--- config.mk ---
export PLATFORM = sky130hd
export DESIGN_NAME = first_fit_region_allocator_top
export DESIGN_NICKNAME = d
export VERILOG_FILES = /design/src/rtl/core/fra_pkg.sv /design/src/rtl/core/fra_ctrl.sv /design/src/rtl/core/fra_datapath.sv /design/src/rtl/core/first_fit_region_allocator_top.sv
export SDC_FILE = /design/constraint.sdc
export NUM_CORES = 1
export LEC_CHECK = 0
export BUFFER_PORTS_ARGS = -buffer_cell sky130_fd_sc_hd__buf_2
export CAP_MARGIN = 10
export CORE_MARGIN = 5
export CORE_UTILIZATION = 35
export DETAILED_ROUTE_END_ITERATION = 10
export PLACE_DENSITY = 0.46
export SYNTH_ARGS = -nofsm -noshare
export SYNTH_HDL_FRONTEND = slang
export SYNTH_SLANG_ARGS = --single-unit
--- constraint.sdc ---
create_clock -name aclk -period 7 [get_ports aclk]
set_input_delay 0.35 -clock aclk [delete_from_list [all_inputs] [get_ports aclk]]
set_output_delay 0.35 -clock aclk [all_outputs]
set_load 0.02 [all_outputs]
--- src/rtl/core/fra_pkg.sv ---
`timescale 1ns / 1ps
// Package for the first-fit region allocator: field widths, codes, word types
// and the command and status structs between controller and datapath.
// No dependencies.
package fra_pkg;

    localparam int MAX_ENTRIES_DEF = 10;
    localparam int MEM_BYTES_DEF   = 1024;

    localparam int MODE_W    = 2;
    localparam int SIZE_W    = 11;
    localparam int INDEX_W   = 4;
    localparam int STATUS_W  = 3;
    localparam int START_W   = 10;
    localparam int LARGEST_W = 11;
    localparam int COUNT_W   = 4;
    localparam int BASE_W    = 10;

    localparam logic [BASE_W-1:0] DATA_BASE_RESET = 10'd160;

    typedef enum logic [MODE_W-1:0] {
        MODE_ALLOC   = 2'd0,
        MODE_RELEASE = 2'd1,
        MODE_QUERY   = 2'd2,
        MODE_NOP     = 2'd3
    } mode_e_t;

    typedef enum logic [STATUS_W-1:0] {
        ST_OK        = 3'd0,
        ST_FULL      = 3'd1,
        ST_NOSPACE   = 3'd2,
        ST_BADINDEX  = 3'd3,
        ST_ZERO      = 3'd4
    } status_e_t;

    typedef struct packed {
        logic [MODE_W-1:0]  mode;
        logic [SIZE_W-1:0]  req_size;
        logic [INDEX_W-1:0] entry_index;
    } in_word_t;

    typedef struct packed {
        logic [STATUS_W-1:0]  status;
        logic [START_W-1:0]   region_start;
        logic [LARGEST_W-1:0] largest_free;
        logic [COUNT_W-1:0]   entries_used;
    } out_word_t;

    typedef struct packed {
        logic      load;
        logic      scan_init;
        logic      scan_step;
        logic      commit;
        logic      release_entry;
        logic      set_status;
        status_e_t status;
        logic      out_load;
    } cmd_t;

    typedef struct packed {
        mode_e_t mode;
        logic    full;
        logic    zero_size;
        logic    bad_index;
        logic    base_out;
        logic    found;
        logic    scan_done;
    } sts_t;

endpackage

--- src/rtl/core/fra_ctrl.sv ---
`timescale 1ns / 1ps
// Controller state machine of the first-fit region allocator.
// Depends on fra_pkg for the command, status and code types.
module fra_ctrl (
    input  logic          aclk,
    input  logic          aresetn,
    input  logic          s_valid,
    output logic          s_ready,
    output logic          m_valid,
    input  logic          m_ready,
    input  fra_pkg::sts_t sts,
    output fra_pkg::cmd_t cmd
);
    import fra_pkg::*;

    typedef enum logic [3:0] {
        S_IDLE   = 4'b0001,
        S_DECIDE = 4'b0010,
        S_SCAN   = 4'b0100,
        S_RESP   = 4'b1000
    } state_t;

    state_t state_reg, state_next;
    logic   m_valid_reg;

    always_comb begin
        cmd        = '0;
        cmd.status = ST_OK;
        state_next = state_reg;
        case (state_reg)
            S_IDLE: begin
                if (s_valid) begin
                    cmd.load   = 1'b1;
                    state_next = S_DECIDE;
                end
            end
            S_DECIDE: begin
                state_next     = S_RESP;
                cmd.set_status = 1'b1;
                case (sts.mode)
                    MODE_ALLOC: begin
                        if (sts.full) begin
                            cmd.status = ST_FULL;
                        end else if (sts.zero_size) begin
                            cmd.status = ST_ZERO;
                        end else if (sts.base_out) begin
                            cmd.status = ST_NOSPACE;
                        end else begin
                            cmd.set_status = 1'b0;
                            cmd.scan_init  = 1'b1;
                            state_next     = S_SCAN;
                        end
                    end
                    MODE_RELEASE: begin
                        if (sts.bad_index) begin
                            cmd.status = ST_BADINDEX;
                        end else begin
                            cmd.release_entry = 1'b1;
                        end
                    end
                    MODE_QUERY: begin
                        if (!sts.base_out) begin
                            cmd.set_status = 1'b0;
                            cmd.scan_init  = 1'b1;
                            state_next     = S_SCAN;
                        end
                    end
                    default: begin
                        cmd.status = ST_OK;
                    end
                endcase
            end
            S_SCAN: begin
                cmd.scan_step = 1'b1;
                if (sts.found) begin
                    cmd.commit     = 1'b1;
                    cmd.set_status = 1'b1;
                    state_next     = S_RESP;
                end else if (sts.scan_done) begin
                    cmd.set_status = 1'b1;
                    cmd.status     = (sts.mode == MODE_ALLOC) ? ST_NOSPACE : ST_OK;
                    state_next     = S_RESP;
                end
            end
            S_RESP: begin
                if (!m_valid_reg || m_ready) begin
                    cmd.out_load = 1'b1;
                    state_next   = S_IDLE;
                end
            end
            default: begin
                state_next = S_IDLE;
            end
        endcase
    end

    always_ff @(posedge aclk) begin
        if (!aresetn) begin
            state_reg   <= S_IDLE;
            m_valid_reg <= 1'b0;
        end else begin
            state_reg <= state_next;
            if (cmd.out_load) begin
                m_valid_reg <= 1'b1;
            end else if (m_ready) begin
                m_valid_reg <= 1'b0;
            end
        end
    end

    assign s_ready = (state_reg == S_IDLE);
    assign m_valid = m_valid_reg;

endmodule

--- src/rtl/core/fra_datapath.sv ---
`timescale 1ns / 1ps
// Datapath of the first-fit region allocator: region table, address scan
// pipeline, free-run counters, base register and result register.
// Depends on fra_pkg for widths, codes and the word and command types.
module fra_datapath #(
    parameter int MAX_ENTRIES = fra_pkg::MAX_ENTRIES_DEF,
    parameter int MEM_BYTES   = fra_pkg::MEM_BYTES_DEF
) (
    input  logic                         aclk,
    input  logic                         aresetn,
    input  fra_pkg::in_word_t            s_data,
    input  logic                         cfg_valid,
    input  logic [fra_pkg::BASE_W-1:0]   cfg_data,
    input  fra_pkg::cmd_t                cmd,
    output fra_pkg::sts_t                sts,
    output fra_pkg::out_word_t           m_data
);
    import fra_pkg::*;

    localparam int AW = $clog2(MEM_BYTES);
    localparam int EW = $clog2(MEM_BYTES + 1);
    localparam int CW = (EW > SIZE_W) ? EW : SIZE_W;
    localparam int BW = (EW > BASE_W) ? EW : BASE_W;
    localparam int IW = (MAX_ENTRIES > 1) ? $clog2(MAX_ENTRIES) : 1;

    logic [BASE_W-1:0]  data_base_reg;
    logic [COUNT_W-1:0] count_reg;
    logic [AW-1:0]      starts_reg [MAX_ENTRIES];
    logic [EW-1:0]      ends_reg   [MAX_ENTRIES];

    mode_e_t            mode_reg;
    logic [SIZE_W-1:0]  size_reg;
    logic [INDEX_W-1:0] index_reg;
    logic [STATUS_W-1:0] status_reg;
    logic [AW-1:0]      start_reg;
    logic [EW-1:0]      best_reg;
    out_word_t          out_reg;

    logic [AW-1:0]      addr_reg;
    logic               issue_reg;
    logic               pv_reg;
    logic               used_reg;
    logic               last_reg;
    logic [AW-1:0]      tag_reg;
    logic [EW-1:0]      run_reg;

    logic               hit;
    logic [EW-1:0]      run_next;
    logic               run_fits;
    logic [AW-1:0]      found_start;
    logic [EW-1:0]      found_end;

    always_comb begin
        hit = 1'b0;
        for (int i = 0; i < MAX_ENTRIES; i++) begin
            if ((COUNT_W'(i) < count_reg) && (starts_reg[i] <= addr_reg)
                    && (EW'(addr_reg) < ends_reg[i])) begin
                hit = 1'b1;
            end
        end
    end

    assign run_next    = used_reg ? '0 : run_reg + EW'(1);
    assign run_fits    = CW'(run_next) >= CW'(size_reg);
    assign found_start = AW'(EW'(tag_reg) + EW'(1) - run_next);
    assign found_end   = EW'(found_start) + EW'(size_reg);

    assign sts.mode      = mode_reg;
    assign sts.full      = count_reg >= COUNT_W'(MAX_ENTRIES);
    assign sts.zero_size = (size_reg == '0);
    assign sts.bad_index = index_reg >= count_reg;
    assign sts.base_out  = BW'(data_base_reg) >= BW'(MEM_BYTES);
    assign sts.found     = pv_reg && (mode_reg == MODE_ALLOC) && run_fits;
    assign sts.scan_done = pv_reg && last_reg;

    always_ff @(posedge aclk) begin
        if (!aresetn) begin
            data_base_reg <= DATA_BASE_RESET;
            count_reg     <= '0;
            issue_reg     <= 1'b0;
            pv_reg        <= 1'b0;
        end else begin
            if (cfg_valid) begin
                data_base_reg <= cfg_data;
            end
            if (cmd.scan_init) begin
                issue_reg <= 1'b1;
                pv_reg    <= 1'b0;
            end else if (cmd.scan_step) begin
                pv_reg <= issue_reg;
                if (issue_reg && (addr_reg == AW'(MEM_BYTES - 1))) begin
                    issue_reg <= 1'b0;
                end
            end else begin
                issue_reg <= 1'b0;
                pv_reg    <= 1'b0;
            end
            if (cmd.commit) begin
                count_reg <= count_reg + COUNT_W'(1);
            end else if (cmd.release_entry) begin
                count_reg <= count_reg - COUNT_W'(1);
            end
        end
    end

    always_ff @(posedge aclk) begin
        if (cmd.load) begin
            mode_reg   <= mode_e_t'(s_data.mode);
            size_reg   <= s_data.req_size;
            index_reg  <= s_data.entry_index;
            start_reg  <= '0;
            best_reg   <= '0;
        end
        if (cmd.set_status) begin
            status_reg <= cmd.status;
        end
        if (cmd.scan_init) begin
            addr_reg <= AW'(data_base_reg);
            run_reg  <= '0;
        end else if (cmd.scan_step) begin
            used_reg <= hit;
            tag_reg  <= addr_reg;
            last_reg <= (addr_reg == AW'(MEM_BYTES - 1));
            addr_reg <= addr_reg + AW'(1);
            if (pv_reg) begin
                run_reg <= run_next;
                if ((mode_reg == MODE_QUERY) && (run_next > best_reg)) begin
                    best_reg <= run_next;
                end
            end
        end
        if (cmd.commit) begin
            start_reg                    <= found_start;
            starts_reg[count_reg[IW-1:0]] <= found_start;
            ends_reg[count_reg[IW-1:0]]   <= found_end;
        end
        if (cmd.release_entry) begin
            for (int i = 0; i < MAX_ENTRIES - 1; i++) begin
                if (COUNT_W'(i) >= COUNT_W'(index_reg)) begin
                    starts_reg[i] <= starts_reg[i + 1];
                    ends_reg[i]   <= ends_reg[i + 1];
                end
            end
        end
        if (cmd.out_load) begin
            out_reg.status       <= status_reg;
            out_reg.region_start <= START_W'(start_reg);
            out_reg.largest_free <= LARGEST_W'(best_reg);
            out_reg.entries_used <= count_reg;
        end
    end

    assign m_data = out_reg;

endmodule

--- src/rtl/core/first_fit_region_allocator_top.sv ---
`timescale 1ns / 1ps
// Top level of the first-fit region allocator: joins controller and datapath.
// Depends on fra_pkg, fra_ctrl and fra_datapath.
//
//   Channel   Ports                        Word
//   input     s_valid, s_ready, s_data     mode, req_size, entry_index
//   result    m_valid, m_ready, m_data     status, region_start, largest_free,
//                                          entries_used
//   config    cfg_valid, cfg_ready, cfg_data   data_base
//
// Release, refused requests, no-op words and queries with data_base out of range skip the scan.
// Allocate and query scan one address a cycle from data_base to MEM_BYTES-1 through
// a two-stage compare pipeline; allocate stops at the first fitting run.
// A new word is accepted once the previous result sits in the output register.
// Reset clears the entry count and sets data_base to 160; configuration is always ready.
module first_fit_region_allocator_top #(
    parameter int MAX_ENTRIES = fra_pkg::MAX_ENTRIES_DEF,
    parameter int MEM_BYTES   = fra_pkg::MEM_BYTES_DEF
) (
    input  logic                       aclk,
    input  logic                       aresetn,
    input  logic                       s_valid,
    output logic                       s_ready,
    input  fra_pkg::in_word_t          s_data,
    output logic                       m_valid,
    input  logic                       m_ready,
    output fra_pkg::out_word_t         m_data,
    input  logic                       cfg_valid,
    output logic                       cfg_ready,
    input  logic [fra_pkg::BASE_W-1:0] cfg_data
);
    import fra_pkg::*;

    cmd_t cmd;
    sts_t sts;

    assign cfg_ready = 1'b1;

    fra_ctrl u_ctrl (
        .aclk    (aclk),
        .aresetn (aresetn),
        .s_valid (s_valid),
        .s_ready (s_ready),
        .m_valid (m_valid),
        .m_ready (m_ready),
        .sts     (sts),
        .cmd     (cmd)
    );

    fra_datapath #(
        .MAX_ENTRIES (MAX_ENTRIES),
        .MEM_BYTES   (MEM_BYTES)
    ) u_datapath (
        .aclk      (aclk),
        .aresetn   (aresetn),
        .s_data    (s_data),
        .cfg_valid (cfg_valid),
        .cfg_data  (cfg_data),
        .cmd       (cmd),
        .sts       (sts),
        .m_data    (m_data)
    );

endmodule
== Word level (Yosys, flattened, before mapping) ==
Memory sizes are Yosys's and may differ from the RTL's.
Index checks and enable logic that the tools add are counted.
W data, S select, Z words.

* Bits in registers: 123
* RAM bits: 210
* Input bits: 32
* Output and inout port bits: 31
* Word-level logic and storage cells: 213
* Memories: 2

* $add $sub $neg: 7
* $lt $le $gt $ge: 43
* Equal/unequal tests: 11
* Multiplexer cells: 86
* Bitwise operators: 3
* Reductions and logical operators: 40

{| class="wikitable"
|+ Memory list
! name !! words !! bits a word !! read ports !! clocked after memory_dff !! write ports !! RTL line !! text
|-
| u_datapath.ends_reg || 10 || 11 || 10 || 0 || 9 || fra_datapath.sv:29 || <nowiki>logic [EW-1:0] ends_reg [MAX_ENTRIES];</nowiki>
|-
| u_datapath.starts_reg || 10 || 10 || 10 || 0 || 9 || fra_datapath.sv:28 || <nowiki>logic [AW-1:0] starts_reg [MAX_ENTRIES];</nowiki>
|}

{| class="wikitable"
|+ Operators with widths
! kind !! number
|-
| $lt A10 B11 Y1 || 10
|-
| $le A10 B10 Y1 || 10
|-
| $mux W11 || 7
|-
| $mux W1 || 51
|-
| $mux W10 || 5
|-
| $mux W4 || 11
|-
| $logic_and A1 B1 Y1 || 25
|-
| $add A10 B1 Y10 const B || 2
|-
| $ge A3 B4 Y1 const A || 4
|-
| $lt A3 B4 Y1 const A || 4
|-
| $pmux W4 S2 || 2
|-
| $pmux W4 S4 || 1
|-
| $add A10 B11 Y11 || 1
|-
| $add A11 B1 Y11 const B || 1
|-
| $ge A11 B11 Y1 || 1
|-
| $gt A11 B11 Y1 || 1
|-
| $logic_not A11 Y1 || 1
|-
| $reduce_or A11 Y1 || 1
|-
| $eq A10 B10 Y1 const B || 1
|-
| $reduce_or A10 Y1 || 1
|-
| $sub A10 B10 Y10 || 1
|-
| $mux W3 || 3
|-
| $reduce_or A9 Y1 || 1
|-
| $ge A1 B4 Y1 const A || 2
|-
| 30 further kinds || 43
|}

== Logic depth before layout (Yosys ltp) ==
* Depth in word-level cells: 9
* Mapped depth: 20
* Mapped depth without buffers: 19

== By module ==
Synthesis repeated with hierarchy kept, for this count alone.

* Cell total of the unflattened synthesis: 1877
* Area, all modules: 19461.2 sq um

{| class="wikitable"
|+ By module, submodules not included
! module !! instances !! cells each !! area an instance (sq um) !! sequential area each (sq um)
|-
| fra_datapath || 1 || 1831 || 19075.8 || 9469.1
|-
| fra_ctrl || 1 || 44 || 374.1 || 100.1
|-
| first_fit_region_allocator_top || 1 || 2 || 11.3 || 0.0
|}

== Worst setup path before layout ==
OpenSTA, ideal clock, no wires.

* Path type: register to register
* From: register u_datapath.used_reg
* To: memory u_datapath.ends_reg[0][8] in the netlist's numbering (data pin)
* Library setup time: 0.279 ns
* Data arrival time: 4.224 ns
* Data required time: 6.721 ns
* Slack: 2.497 ns
* Stages on the path, launching flop included: 18
* Buffers on the path: 2
* Period minus slack after synthesis: 4.503 ns
* Path through: edfxtp_1 clkbuf_1 or2_2 ha_1 ha_1 fa_1 a21o_1 a21oi_1 o21ai_0 or2_2 xnor2_1 clkbuf_1 inv_1 ha_1 a2111oi_0 nor2_1 xnor2_1 o21ai_0

{| class="wikitable"
|+ RTL lines
! item !! RTL line !! text
|-
| start, declared || fra_datapath.sv:42 || <nowiki>logic used_reg;</nowiki>
|-
| start signal, assigned || fra_datapath.sv:121 || <nowiki>used_reg <= hit;</nowiki>
|-
| end, declared || fra_datapath.sv:29 ||
|}

==> impl_metrics.py <==
metrics = {
    "synthesis": {
        "synth_cell_types": 71,
        "synth-seq-area-share_pct": 49.2,
        "yosys_warnings": 0,
        "synth_seq_cells": 333,
        "synth_cells": 1879,
        "mappedNetlistNets": 2164,
        "synth_area_sq_um": 19500,
        "async_reset_ff_share_pct": 0,
        "synth_edf_count": 290,
        "syn_avg_cell_area_sq_um": 10.4,
        "synth_flop_cell": "edfxtp_1",
    },
    "clock_network": {
        "path_clk_slew_ns": 0.06,
        "insertion_delay_ns": 0.57,
        "numCtsBuffers": 41,
        "cts_tree": "done",
        "cts.sinks": 333,
        "cts.htree.levels": 2,
        "clockBufferDepth": 3,
        "cts_resized": 0,
        "root_buffer": "clkbuf_16",
    },
    "timing": {
        "setup_viol": 0,
        "rsz0062_at_grt": "no",
        "hold_viol_final": 0,
        "maxSlewHeadroom_pct": 22.2,
        "fin_crit_ns": 5.21,
        "fmax_mhz": 192,
        "worst_pin_slew_ns": 1.17,
        "fin_crit_sh_pct": 74.4,
        "finalClockSkew_ns": 0.0321,
        "drv_slew": 0,
        "tns_ns": 0,
    },
    "die": {
        "die_width_microns": 246,
        "die_h_microns": 246,
        "dieArea_sq_um": 60400,
        "fp.coreArea_sq_um": 55100,
        "start_util_pct": 35.3,
        "io_pins": 63,
        "rows": 86,
    },
    "worst_setup_path": {
        "critPathCaptureType": "flip-flop",
        "required_ns": 7.25,
        "cp-start-kind": "flip-flop",
        "regToRegSetupSlack_ns": 1.79,
        "worstSetupPathType": "flip-flop to flip-flop",
        "reg2reg_depth": 19,
        "critPathArrivalTime_ns": 5.46,
        "crit_fanout": 11,
        "endpoint": "u_datapath.ends_reg[6][10]",
        "r2r-start": "u_datapath.run_reg[0]",
        "r2r-end": "u_datapath.ends_reg[6][10]",
        "crit_path_start": "u_datapath.run_reg[0]",
    },
    "layout": {
        "instances_no_fill": 2753,
        "area_growth_pct": 14.1,
        "drive_above_1_share_pct": 10.2,
        "largest_reg_flops": 110,
        "nets": 2262,
        "final_cell_mix": "nand2_1 (292), edfxtp_1 (290), ha_1 (251)",
        "final_common_cell": "nand2_1",
        "final_cell_area_sq_um": 22200,
        "post-route-util_pct": 40.3,
        "diodes": 0,
    },
    "placed_design": {
        "gp_congestion": 0.850,
        "hpwl_mm": 42.0,
        "dp_cells": 2656,
        "postPlaceCellArea_sq_um": 20700,
        "portBuffers": 61,
    },
    "pwr": {
        "peakVddDrop_mv": 0.142,
        "p_total_uw": 4480,
        "leakage_uw": 0.00905,
        "p_per_area_nw_per_um2": 202,
    },
    "routing": {
        "first_iter_violations": 942,
        "drc_errors": 0,
        "drt_first_pass_iters": 5,
        "routed_via_density": 5.11,
        "vias": 14100,
        "ant_nets": 0,
        "wl_mm": 56.4,
        "wire_per_inst_microns": 20.5,
    },
    "global_route": {
        "antenna_found_initial": 3,
        "globalRoute.totalOverflow": 0,
        "first_global_vias": 14300,
        "grt.total_usage_pct": 18.6,
        "grt_max_degree": 36,
        "grt_pass1_wl_mm": 85.6,
    },
    "hold_path": {
        "hold_depth": 3,
        "holdCritPathClass": "primary input to flip-flop",
    },
    "flow_run": {
        "drv_cap": 0,
    },
    "run_status": {
        "status": "finished clean",
    },
}
Yosys cell counts, drive strengths merged (3+ instances only):
master / n / share of area (%)
nor4b: 6 / 0.35
inv: 179 / 3.5
a211oi: 14 / 0.54
a2111oi: 7 / 0.35
o221ai: 3 / 0.14
o22ai: 3 / 0.096
mux2: 19 / 1.1
edfxtp: 290 / 45
clkbuf: 32 / 0.62
o41a: 3 / 0.17
nand4: 24 / 0.77
and3: 4 / 0.13
o31ai: 6 / 0.23
a31oi: 6 / 0.19
or2: 12 / 0.39
and4: 6 / 0.27
nand2b: 15 / 0.48
nor2b: 20 / 0.64
ha: 251 / 16
o211ai: 8 / 0.31
nor4: 6 / 0.19
nand4b: 4 / 0.18
a31o: 3 / 0.14
o32ai: 3 / 0.14
a211o: 3 / 0.14
a21oi: 123 / 3.2
a21o: 24 / 0.93
xnor2: 26 / 1.2
o21bai: 4 / 0.15
or3: 4 / 0.15
nor2: 101 / 2.1
nand3: 30 / 0.77
mux2i: 19 / 0.98
a41oi: 3 / 0.14
nor3: 22 / 0.57
xor2: 11 / 0.49
nand2: 292 / 5.6
buf: 33 / 1.1
o21a: 9 / 0.35
o21ai: 183 / 4.8
and2: 6 / 0.19
dfxtp: 43 / 4.4
stage by stage:
stage          hold WS (ns)  worst slack, ns
2_1_floorplan         0.400             2.50
3_3_place_gp          0.400             1.80
4_1_cts             0.00301             1.75
3_5_place_dp          0.405             1.80
5_1_grt              0.0363             1.27
6_report             0.0291             1.79
layout make-up:
| cell class | instances | area [sq um] |
|---|---|---|
| Fill cell | 5383 | 32900 |
| Sequential cell | 333 | 9570 |
| Multi-Input combinational cell | 1300 | 8930 |
| Clock buffer | 51 | 1090 |
| Tap cell | 748 | 936 |
| Timing Repair Buffer | 120 | 818 |
| Inverter | 181 | 679 |
| Clock inverter | 20 | 180 |
per-layer routing:
metal / global-route usage (%) / wire, microns
met5: 0 / 0
met4: 6.10 / 1900
met3: 3.00 / 2630
met2: 30.3 / 25500
met1: 25.4 / 26400
report_power, final:
part	leakage, uW	switching (uW)	internal [uW]
sequential	0.00298	19.2	2180
combinational	0.00544	131	81.3
clock	0.000626	850	1210
total	0.00905	1000	3480
worst min path at each step:
stage / startpoint / endpoint / slack (ns)
floorplan: u_datapath.start_reg[0] / u_datapath.m_data[15] / 0.40
global placement: u_datapath.start_reg[6] / u_datapath.m_data[21] / 0.40
detailed placement: u_datapath.start_reg[1] / u_datapath.m_data[16] / 0.40
CTS: cfg_data[9] / u_datapath.data_base_reg[9] / 0.003
global route: cfg_data[4] / u_datapath.data_base_reg[4] / 0.04
finish: cfg_data[9] / u_datapath.data_base_reg[9] / 0.03
cells by family after synthesis:
| kind of cell | Yosys count | synth area share, % |
|---|---|---|
| AND/OR/NAND/NOR | 556 | 13.0 |
| AO/OA/AOI/OAI | 415 | 12.5 |
| flip-flops | 333 | 49.2 |
| adder cells (fa/ha/maj) | 253 | 16.3 |
| buffers and inverters | 246 | 5.23 |
| multiplexers | 38 | 2.08 |
| XOR/XNOR | 37 | 1.66 |
| other | 1 | 0.0193 |
what timing repair did:
| action | CTS | global route |
|---|---|---|
| buffers inserted | 0 | 0 |
| endpoints found under the hold margin | 23 | 0 |
| hold buffers | 25 | 0 |
worst max-delay path: stages (launching register included):
cell	delay, ns
dfxtp_1	0.33
ha_1	0.27
nor2b_1	0.33
ha_1	0.20
inv_1	0.04
ha_1	0.22
fa_1	0.41
a21o_1	0.21
a21oi_1	0.20
o21ai_0	0.14
or2_2	0.30
xnor2_1	0.13
buf_4	0.24
inv_1	0.10
ha_1	0.24
a2111oi_0	0.50
o31ai_1	0.15
a21oi_1	0.19
xnor2_1	0.47
o21ai_0	0.20
Power figures use the tool's default switching activity.
